$ cat src/udd_pkg.sv
// ============================================================================
// udd_pkg: shared types and constants for the Unix to DOS date/time converter
// Stage counts, field types and the fixed-point reciprocals that replace the
// constant divisions of the calendar and clock arithmetic.
// ============================================================================
package udd_pkg;

    // Pipeline depth: day split, then calendar and clock side by side
    localparam int SPLIT_STAGES = 3;
    localparam int CAL_STAGES   = 8;
    localparam int NUM_STAGES   = SPLIT_STAGES + CAL_STAGES;

    typedef logic [31:0] secs_t;
    typedef logic [15:0] days_t;
    typedef logic [16:0] tod_t;
    typedef logic [15:0] word_t;

    // 86400 = 675 << 7, so a day count is (secs >> 7) / 675
    localparam int DAY_LOW_BITS    = 7;
    localparam int DAY_ODD         = 675;
    localparam int DAY_RECIP_SHIFT = 25;
    localparam int DAY_RECIP       = (1 << DAY_RECIP_SHIFT) / DAY_ODD;

    // Richards Gregorian algorithm, folded for the 32-bit timestamp range
    localparam int JDN_EPOCH  = 2440588;
    localparam int CENT_DAYS  = 146097;
    localparam int CENT_BIAS  = 274277;
    localparam int CENT_BASE  = 68;
    localparam int A70_DAYS   =
        ((CENT_BASE + 2) * CENT_DAYS - CENT_BIAS - 4 * JDN_EPOCH + 3) / 4;
    localparam int F_OFFSET   = JDN_EPOCH + 1401 - 38 + (CENT_BASE * 3) / 4;

    localparam int QUAD_DAYS        = 1461;
    localparam int QUAD_RECIP_SHIFT = 24;
    localparam int QUAD_RECIP       = (1 << QUAD_RECIP_SHIFT) / QUAD_DAYS;

    localparam int MON_SPAN         = 153;
    localparam int MON_RECIP_SHIFT  = 11;
    localparam int MON_RECIP        = (1 << MON_RECIP_SHIFT) / MON_SPAN;

    localparam int FIVE_RECIP_SHIFT = 10;
    localparam int FIVE_RECIP       = (1 << FIVE_RECIP_SHIFT) / 5 + 1;

    localparam int YEAR_OFFSET = 4716;
    localparam int DOS_FIRST   = 1980;
    localparam int DOS_LAST    = 2107;

    // Clock fields
    localparam int SECS_HOUR        = 3600;
    localparam int HOUR_RECIP_SHIFT = 17;
    localparam int HOUR_RECIP       = (1 << HOUR_RECIP_SHIFT) / SECS_HOUR;
    localparam int SECS_MIN         = 60;
    localparam int MIN_RECIP_SHIFT  = 12;
    localparam int MIN_RECIP        = (1 << MIN_RECIP_SHIFT) / SECS_MIN;

endpackage

$ cat src/unix_to_dos_datetime.sv
// ============================================================================
// unix_to_dos_datetime: Unix seconds to DOS time and date words
// Throughput: one word per cycle; each of the 11 stages holds its word only
// while every stage after it is full and out_ready is low.
// Reset: rst_n clears the stage valid bits only; the pipeline comes up empty.
// ============================================================================
module unix_to_dos_datetime (
    input  logic            clk,
    input  logic            rst_n,
    input  logic            in_valid,
    output logic            in_ready,
    input  udd_pkg::secs_t  unix_seconds,
    output logic            out_valid,
    input  logic            out_ready,
    output udd_pkg::word_t  dos_time,
    output udd_pkg::word_t  dos_date,
    output logic            out_of_range
);
    import udd_pkg::*;

    logic [NUM_STAGES-1:0] valid_reg, valid_next;
    logic [NUM_STAGES-1:0] en;
    logic [NUM_STAGES-1:0] low_mask;
    days_t                 days;
    tod_t                  tod;

    // Advance a stage unless it and every stage after it is full and stalled
    always_comb
    begin
        for (int k = 0; k < NUM_STAGES; k++)
        begin
            low_mask = NUM_STAGES'((NUM_STAGES + 1)'(1) << k) - NUM_STAGES'(1);
            en[k]    = out_ready || ((valid_reg | low_mask) != '1);
        end
    end

    // Move valid bits along with the data
    always_comb
    begin
        valid_next = valid_reg;
        for (int k = 0; k < NUM_STAGES; k++)
        begin
            if (en[k])
            begin
                valid_next[k] = (k == 0) ? in_valid : valid_reg[(k == 0) ? 0 : k - 1];
            end
        end
    end

    always_ff @(posedge clk or negedge rst_n)
    begin
        if (!rst_n)
        begin
            valid_reg <= '0;
        end
        else
        begin
            valid_reg <= valid_next;
        end
    end

    assign in_ready  = en[0];
    assign out_valid = valid_reg[NUM_STAGES-1];

    udd_day_split u_split (
        .clk          (clk),
        .en           (en[SPLIT_STAGES-1:0]),
        .unix_seconds (unix_seconds),
        .days         (days),
        .tod          (tod)
    );

    udd_calendar u_calendar (
        .clk          (clk),
        .en           (en[NUM_STAGES-1:SPLIT_STAGES]),
        .days         (days),
        .dos_date     (dos_date),
        .out_of_range (out_of_range)
    );

    udd_clock u_clock (
        .clk      (clk),
        .en       (en[NUM_STAGES-1:SPLIT_STAGES]),
        .tod      (tod),
        .dos_time (dos_time)
    );

endmodule

$ cat src/udd_day_split.sv
// ============================================================================
// udd_day_split: seconds to whole days and seconds of the day
// Three stages: reciprocal multiply, back-multiply, remainder with one
// correction step.
// ============================================================================
module udd_day_split (
    input  logic                              clk,
    input  logic [udd_pkg::SPLIT_STAGES-1:0]  en,
    input  udd_pkg::secs_t                    unix_seconds,
    output udd_pkg::days_t                    days,
    output udd_pkg::tod_t                     tod
);
    import udd_pkg::*;

    logic [24:0]  x;
    logic [40:0]  s1_prod_reg, s1_prod_next;
    secs_t        s1_secs_reg;
    days_t        s2_q_reg, s2_q_next;
    logic [25:0]  s2_mul_reg, s2_mul_next;
    secs_t        s2_secs_reg;
    days_t        s3_days_reg, s3_days_next;
    tod_t         s3_tod_reg, s3_tod_next;
    logic [25:0]  rem;
    logic         corr;
    logic [25:0]  rem_fix;

    // Stage 1: estimate quotient by 675 of the upper bits
    assign x            = unix_seconds[31:DAY_LOW_BITS];
    assign s1_prod_next = 41'(x) * 41'(DAY_RECIP);

    // Stage 2: multiply estimate back
    assign s2_q_next   = s1_prod_reg[DAY_RECIP_SHIFT +: 16];
    assign s2_mul_next = 26'(s2_q_next) * 26'(DAY_ODD);

    // Stage 3: remainder, correct estimate that is one low
    always_comb
    begin
        rem     = {1'b0, s2_secs_reg[31:DAY_LOW_BITS]} - s2_mul_reg;
        corr    = (rem >= 26'(DAY_ODD));
        rem_fix = corr ? rem - 26'(DAY_ODD) : rem;
        s3_days_next = s2_q_reg + days_t'(corr);
        s3_tod_next  = {rem_fix[9:0], s2_secs_reg[DAY_LOW_BITS-1:0]};
    end

    always_ff @(posedge clk)
    begin
        if (en[0])
        begin
            s1_prod_reg <= s1_prod_next;
            s1_secs_reg <= unix_seconds;
        end
        if (en[1])
        begin
            s2_q_reg    <= s2_q_next;
            s2_mul_reg  <= s2_mul_next;
            s2_secs_reg <= s1_secs_reg;
        end
        if (en[2])
        begin
            s3_days_reg <= s3_days_next;
            s3_tod_reg  <= s3_tod_next;
        end
    end

    assign days = s3_days_reg;
    assign tod  = s3_tod_reg;

endmodule

$ cat src/udd_calendar.sv
// ============================================================================
// udd_calendar: day count to packed DOS date word
// Richards Gregorian conversion over eight stages; each division by 1461 or 153 is
// a reciprocal multiply, a back-multiply and one correction; by 5, a multiply only.
// ============================================================================
module udd_calendar (
    input  logic                            clk,
    input  logic [udd_pkg::CAL_STAGES-1:0]  en,
    input  udd_pkg::days_t                  days,
    output udd_pkg::word_t                  dos_date,
    output logic                            out_of_range
);
    import udd_pkg::*;

    logic [21:0]  f;
    logic [23:0]  s4_e_reg, s4_e_next;
    logic [37:0]  s5_prod_reg;
    logic [23:0]  s5_e_reg;
    logic [13:0]  s6_q_reg, s6_q_next;
    logic [24:0]  s6_mul_reg;
    logic [23:0]  s6_e_reg;
    logic [24:0]  er, er_fix;
    logic         e_corr;
    logic [13:0]  s7_q_reg, s7_q_next;
    logic [8:0]   s7_g_reg, s7_g_next;
    logic [10:0]  s8_h_next, s8_h_reg;
    logic [14:0]  s8_hp_reg;
    logic [13:0]  s8_q_reg;
    logic [3:0]   s9_hq_reg, s9_hq_next;
    logic [10:0]  s9_mul_reg;
    logic [10:0]  s9_h_reg;
    logic [13:0]  s9_q_reg;
    logic [10:0]  hr, hr_fix;
    logic         h_corr;
    logic [3:0]   mh, mm, s10_mon_next, s10_mon_reg;
    logic [14:0]  s10_dp_reg, s10_dp_next;
    logic [13:0]  s10_year_reg, s10_year_next;
    logic [4:0]   day;
    logic [13:0]  yoff;
    logic         bad;
    word_t        s11_date_reg, s11_date_next;
    logic         s11_bad_reg;

    // Stage 4: century correction by threshold, form e = 4f + 3
    always_comb
    begin
        f = 22'(days) + 22'(F_OFFSET) + 22'(days >= days_t'(A70_DAYS));
        s4_e_next = {f, 2'b11};
    end

    // Stage 6: quotient estimate by 1461 and back-multiply
    assign s6_q_next = s5_prod_reg[QUAD_RECIP_SHIFT +: 14];

    // Stage 7: correct quotient, day of the four-year cycle
    always_comb
    begin
        er        = {1'b0, s6_e_reg} - s6_mul_reg;
        e_corr    = (er >= 25'(QUAD_DAYS));
        er_fix    = e_corr ? er - 25'(QUAD_DAYS) : er;
        s7_q_next = s6_q_reg + 14'(e_corr);
        s7_g_next = er_fix[10:2];
    end

    // Stage 8: h = 5g + 2, estimate h / 153
    assign s8_h_next  = {s7_g_reg, 2'b00} + 11'(s7_g_reg) + 11'd2;
    assign s9_hq_next = s8_hp_reg[MON_RECIP_SHIFT +: 4];

    // Stage 10: month and day remainder, year before range check
    always_comb
    begin
        hr     = s9_h_reg - s9_mul_reg;
        h_corr = (hr >= 11'(MON_SPAN));
        hr_fix = h_corr ? hr - 11'(MON_SPAN) : hr;
        mh     = s9_hq_reg + 4'(h_corr);
        mm     = mh + 4'd2;
        s10_mon_next  = (mm >= 4'd12 ? mm - 4'd12 : mm) + 4'd1;
        s10_dp_next   = 15'(hr_fix[7:0]) * 15'(FIVE_RECIP);
        s10_year_next = s9_q_reg + 14'(s10_mon_next <= 4'd2);
    end

    // Stage 11: day of month, range check and pack
    always_comb
    begin
        day  = s10_dp_reg[FIVE_RECIP_SHIFT +: 5] + 5'd1;
        bad  = (s10_year_reg < 14'(YEAR_OFFSET + DOS_FIRST))
            || (s10_year_reg > 14'(YEAR_OFFSET + DOS_LAST));
        yoff = s10_year_reg - 14'(YEAR_OFFSET + DOS_FIRST);
        s11_date_next = bad ? '0 : {yoff[6:0], s10_mon_reg, day};
    end

    always_ff @(posedge clk)
    begin
        if (en[0])
        begin
            s4_e_reg <= s4_e_next;
        end
        if (en[1])
        begin
            s5_prod_reg <= 38'(s4_e_reg) * 38'(QUAD_RECIP);
            s5_e_reg    <= s4_e_reg;
        end
        if (en[2])
        begin
            s6_q_reg   <= s6_q_next;
            s6_mul_reg <= 25'(s6_q_next) * 25'(QUAD_DAYS);
            s6_e_reg   <= s5_e_reg;
        end
        if (en[3])
        begin
            s7_q_reg <= s7_q_next;
            s7_g_reg <= s7_g_next;
        end
        if (en[4])
        begin
            s8_h_reg  <= s8_h_next;
            s8_hp_reg <= 15'(s8_h_next) * 15'(MON_RECIP);
            s8_q_reg  <= s7_q_reg;
        end
        if (en[5])
        begin
            s9_hq_reg  <= s9_hq_next;
            s9_mul_reg <= 11'(s9_hq_next) * 11'(MON_SPAN);
            s9_h_reg   <= s8_h_reg;
            s9_q_reg   <= s8_q_reg;
        end
        if (en[6])
        begin
            s10_mon_reg  <= s10_mon_next;
            s10_dp_reg   <= s10_dp_next;
            s10_year_reg <= s10_year_next;
        end
        if (en[7])
        begin
            s11_date_reg <= s11_date_next;
            s11_bad_reg  <= bad;
        end
    end

    assign dos_date     = s11_date_reg;
    assign out_of_range = s11_bad_reg;

endmodule

$ cat src/udd_clock.sv
// ============================================================================
// udd_clock: seconds of the day to packed DOS time word
// Hours and minutes by reciprocal multiply with one correction each, then
// delay stages to line up with the calendar path.
// ============================================================================
module udd_clock (
    input  logic                            clk,
    input  logic [udd_pkg::CAL_STAGES-1:0]  en,
    input  udd_pkg::tod_t                   tod,
    output udd_pkg::word_t                  dos_time
);
    import udd_pkg::*;

    logic [22:0]  s4_hp_reg;
    tod_t         s4_tod_reg;
    logic [4:0]   s5_hq_reg, s5_hq_next;
    tod_t         s5_mul_reg;
    tod_t         s5_tod_reg;
    tod_t         hr, hr_fix;
    logic         h_corr;
    logic [4:0]   s6_hrs_reg, s6_hrs_next;
    logic [11:0]  s6_rem_reg;
    logic [17:0]  s7_mp_reg;
    logic [11:0]  s7_rem_reg;
    logic [4:0]   s7_hrs_reg;
    logic [5:0]   s8_mq_reg, s8_mq_next;
    logic [11:0]  s8_mul_reg;
    logic [11:0]  s8_rem_reg;
    logic [4:0]   s8_hrs_reg;
    logic [11:0]  mr, mr_fix;
    logic         m_corr;
    logic [5:0]   mins;
    word_t        s9_time_reg, s9_time_next;
    word_t        s10_time_reg;
    word_t        s11_time_reg;

    // Stage 5: hour estimate
    assign s5_hq_next = s4_hp_reg[HOUR_RECIP_SHIFT +: 5];

    // Stage 6: correct hour, seconds within the hour
    always_comb
    begin
        hr          = s5_tod_reg - s5_mul_reg;
        h_corr      = (hr >= tod_t'(SECS_HOUR));
        hr_fix      = h_corr ? hr - tod_t'(SECS_HOUR) : hr;
        s6_hrs_next = s5_hq_reg + 5'(h_corr);
    end

    // Stage 8: minute estimate
    assign s8_mq_next = s7_mp_reg[MIN_RECIP_SHIFT +: 6];

    // Stage 9: correct minute, halve seconds, pack
    always_comb
    begin
        mr     = s8_rem_reg - s8_mul_reg;
        m_corr = (mr >= 12'(SECS_MIN));
        mr_fix = m_corr ? mr - 12'(SECS_MIN) : mr;
        mins   = s8_mq_reg + 6'(m_corr);
        s9_time_next = {s8_hrs_reg, mins, mr_fix[5:1]};
    end

    always_ff @(posedge clk)
    begin
        if (en[0])
        begin
            s4_hp_reg  <= 23'(tod) * 23'(HOUR_RECIP);
            s4_tod_reg <= tod;
        end
        if (en[1])
        begin
            s5_hq_reg  <= s5_hq_next;
            s5_mul_reg <= tod_t'(s5_hq_next) * tod_t'(SECS_HOUR);
            s5_tod_reg <= s4_tod_reg;
        end
        if (en[2])
        begin
            s6_hrs_reg <= s6_hrs_next;
            s6_rem_reg <= hr_fix[11:0];
        end
        if (en[3])
        begin
            s7_mp_reg  <= 18'(s6_rem_reg) * 18'(MIN_RECIP);
            s7_rem_reg <= s6_rem_reg;
            s7_hrs_reg <= s6_hrs_reg;
        end
        if (en[4])
        begin
            s8_mq_reg  <= s8_mq_next;
            s8_mul_reg <= 12'(s8_mq_next) * 12'(SECS_MIN);
            s8_rem_reg <= s7_rem_reg;
            s8_hrs_reg <= s7_hrs_reg;
        end
        if (en[5])
        begin
            s9_time_reg <= s9_time_next;
        end
        if (en[6])
        begin
            s10_time_reg <= s9_time_reg;
        end
        if (en[7])
        begin
            s11_time_reg <= s10_time_reg;
        end
    end

    assign dos_time = s11_time_reg;

endmodule

$ cat config.mk
export PLATFORM = sky130hd
export DESIGN_NAME = unix_to_dos_datetime
export DESIGN_NICKNAME = d
export VERILOG_FILES = /design/src/udd_pkg.sv /design/src/unix_to_dos_datetime.sv /design/src/udd_day_split.sv /design/src/udd_calendar.sv /design/src/udd_clock.sv
export SDC_FILE = /design/constraint.sdc
export NUM_CORES = 2
export LEC_CHECK = 0
export BUFFER_PORTS_ARGS = -buffer_cell sky130_fd_sc_hd__buf_2
export CAP_MARGIN = 20
export CELL_PAD_IN_SITES_DETAIL_PLACEMENT = 0
export CELL_PAD_IN_SITES_GLOBAL_PLACEMENT = 1
export CORE_ASPECT_RATIO = 1.5
export CORE_UTILIZATION = 45
export DETAILED_ROUTE_END_ITERATION = 10
export PLACE_DENSITY = 0.82
export SYNTH_ARGS = -nofsm -noshare
export SYNTH_HDL_FRONTEND = slang
export SYNTH_SLANG_ARGS = --single-unit
$ cat constraint.sdc
create_clock -name clk -period 14.62 [get_ports clk]
set_clock_uncertainty 0.15 [all_clocks]
set_input_delay 2.193 -clock clk [delete_from_list [all_inputs] [get_ports clk]]
set_output_delay 2.193 -clock clk [all_outputs]
set_load 0.01 [all_outputs]
==> results.sh <==
export IMPL_outcome="finished, final reports clean"
export IMPL_cts_resized=0
export IMPL_synthAdderAreaFrac_pct=35.3
export IMPL_synth_compound_area_share_pct=7.70
export IMPL_syn_area_um2=44000
export IMPL_startpoint_type="input pin"
export IMPL_ys_types=81
export IMPL_ys_dominant_reg_cell="edfxtp_1"
export IMPL_vias=26300
export IMPL_dieArea_um2=99000
export IMPL_antennaDiodeCount=0
export IMPL_start_util_pct=45.3
export IMPL_core_um2=97000
export IMPL_max_freq_mhz=132
export IMPL_synth_edf_count=557
export IMPL_period_share_pct=51.7
export IMPL_dp_hpwl_um=68000
export IMPL_hold_viol=0
export IMPL_crit_top_cell="buf_4"
export IMPL_cts_hold_fix_buffers=0
export IMPL_clkTransAtPathRegs_ns=0.06
export IMPL_ant_nets=0
export IMPL_firstDrtPassIters=5
export IMPL_final_common_cell="inv_1"
export IMPL_clockBufferDepth=3
export IMPL_ioPinCount=71
export IMPL_ys_warn_count=0
export IMPL_gp_congestion=0.880
export IMPL_synthMuxAreaShare_pct=0.350
export IMPL_synth_top_area_share_pct=38.0
export IMPL_synth_xor_area_share_pct=5.18
export IMPL_worstPathRequired_ns=12.28
export IMPL_crit_path_end_kind="output pin"
export IMPL_drive_gt1_share_pct=5.73
export IMPL_grt_max_degree=75
export IMPL_setup_violations=0
export IMPL_syn_inst=3696
export IMPL_synthArstFlopShare_pct=1.94
export IMPL_tritoncts="built"
export IMPL_maxCapViolCount=0
export IMPL_overflow=0
export IMPL_syn_num_nets=4778
export IMPL_clock_sinks=568
export IMPL_drt_iter0_drc=954
export IMPL_nets=4909
export IMPL_cp_max_fo=55
export IMPL_hold_path_class="flip-flop to flip-flop"
export IMPL_yosys_top_cells_area="edfxtp_1, ha_1, fa_1"
export IMPL_cp_cell_sequence="buf_2, nor2b_1, nand3_2, buf_4, nor2_1, nand3_4, nor2_1, nand3_1, buf_4, inv_1, nand3_2, buf_4, buf_2"
export IMPL_finalWirelength_um=83000
export IMPL_h_tree_depth=2
export IMPL_critPathSlowestCell="nor2_1"
export IMPL_grtUsageTotal_pct=17.4
export IMPL_worst_pin_slew_ns=1.02
export IMPL_synth_top_family_by_area="adder cells"
export IMPL_num_rows=140
export IMPL_cts_buffers=56
export IMPL_antenna_found_initial=1
export IMPL_ys_ff_latch=568
export IMPL_synthToLayoutAreaGrowth_pct=8.98
export IMPL_drv_slew=0
export IMPL_nFillCells=8656
export IMPL_rsz0062_at_grt="false"
export IMPL_critPathArrivalTime_ns=5.21
export IMPL_cts_setup_buffers=0
export IMPL_synth_simple_gate_area_share_pct=6.36
export IMPL_wl_per_cell_um=16.1
export IMPL_min_period_ns=7.55
export IMPL_slew_headroom_pct=32.1
export IMPL_post_route_drc_count=0
export IMPL_routed_via_density=5.10
export IMPL_die_w_um=257
export IMPL_seq_area_um2=17000
export IMPL_clock_root_buffer="clkbuf_16"
export IMPL_multi_input_area_um2=24200
export IMPL_syn_avg_cell_area_um2=11.9
export IMPL_die_h_um=385
export IMPL_final_cell_mix="inv_1, ha_1, edfxtp_1, fa_1, xnor2_1"
export IMPL_crit_type="input pin to output pin"
export IMPL_setup_tns_ns=0
export IMPL_port_buffer_count=70
export IMPL_crit_path_max_incr_delay_ns=0.45
export IMPL_clk_latency_ns=0.65
export IMPL_grt_pass1_vias=28300
export IMPL_grt_pass1_wl_um=139000
export IMPL_yosysSeqAreaShare_pct=38.7
export IMPL_synth_top_area_cell="edfxtp_1"
layer usage:
metal  global-route usage, %  vias up  wire (um)  share of wire [%]
met4                    5.73        2       2590                3.1
met3                    1.56      137       1600                1.9
met2                    35.8      269      47900                 58
met1                    18.1    12900      30900                 37
met5                       0        -         11              0.013
li1                        -    13000          -                  -
per-stage QoR:
stage	instance area [um2]	setup slack (ns)	utilization (%)	hold WS [ns]	instances
global route	47900	6.73	49.4	0.271	5151
CTS	47900	7.07	49.3	0.267	5149
finish	47900	7.07	49.4	0.267	5151
detailed placement	46000	6.52	47.4	0.255	5045
global placement	46000	6.65	47.4	0.250	5044
floorplan	44000	3.14	-	0.250	3696
synthesized netlist by cell type, types with 8 or more instances:
library cell,count
nand2_1,124
and2_1,20
nand3_1,61
nor2_1,129
o211ai_1,15
o21a_1,24
inv_1,736
a31oi_1,32
nand4_1,21
a211oi_1,15
nor3_1,43
dfrtp_1,11
mux2i_1,12
and3_1,25
or2_2,16
nand2b_1,32
o31ai_1,15
a21o_1,61
nor2b_1,38
a21oi_1,128
a41o_1,8
o21bai_1,27
or3_1,12
a21boi_0,9
ha_1,719
fa_1,327
o21ai_0,85
xnor2_1,182
xor2_1,78
edfxtp_1,557
layout make-up:
class                   instances  share of cell area (%)
clock inverters                40                   0.872
inverters                     737                    5.77
repair buffers                 82                    1.03
multi-input cells            2382                    50.5
flip-flops and latches        568                    35.5
clock buffers                  64                    3.03
well taps                    1278                    3.34
worst max-delay path, delay by kind of cell:
| family | cells | cell delay [ns] |
|---|---|---|
| and+or+nand+nor | 7 | 1.46 |
| buffers and inverters | 6 | 1.48 |
logic make-up (layout without fill, tap and decap cells):
logic type      Yosys count  count (layout)
mux                      15              15
flops                   568             568
simple gates            557             557
fa+ha+maj              1046            1046
compound gates          504             504
xor+xnor                260             260
buf+inv                 746             923
path summary, 6_finish.rpt:
path | from | slack, ns | cells after the start | to
setup reg to reg | u_calendar.s4_e_reg[7]$_DFFE_PP_ | 7.41 | 22 | u_calendar.s5_prod_reg[34]$_DFFE_PP_
hold reg to reg | u_split.s1_secs_reg[7]$_DFFE_PP_ | 0.27 | 0 | u_split.s2_secs_reg[7]$_DFFE_PP_
hold / removal | u_split.s1_secs_reg[7]$_DFFE_PP_ | 0.27 | 0 | u_split.s2_secs_reg[7]$_DFFE_PP_
setup / recovery | out_ready | 7.07 | 13 | in_ready
min in group asynchronous | rst_n | 1.31 | 1 | valid_reg[1]$_DFFE_PN0P_
max in group asynchronous | rst_n | 12.71 | 1 | valid_reg[9]$_DFFE_PN0P_
Power is left out: the tool's default activity adds up to more than one toggle a clock period on the data nets, which glitch-free logic cannot reach.
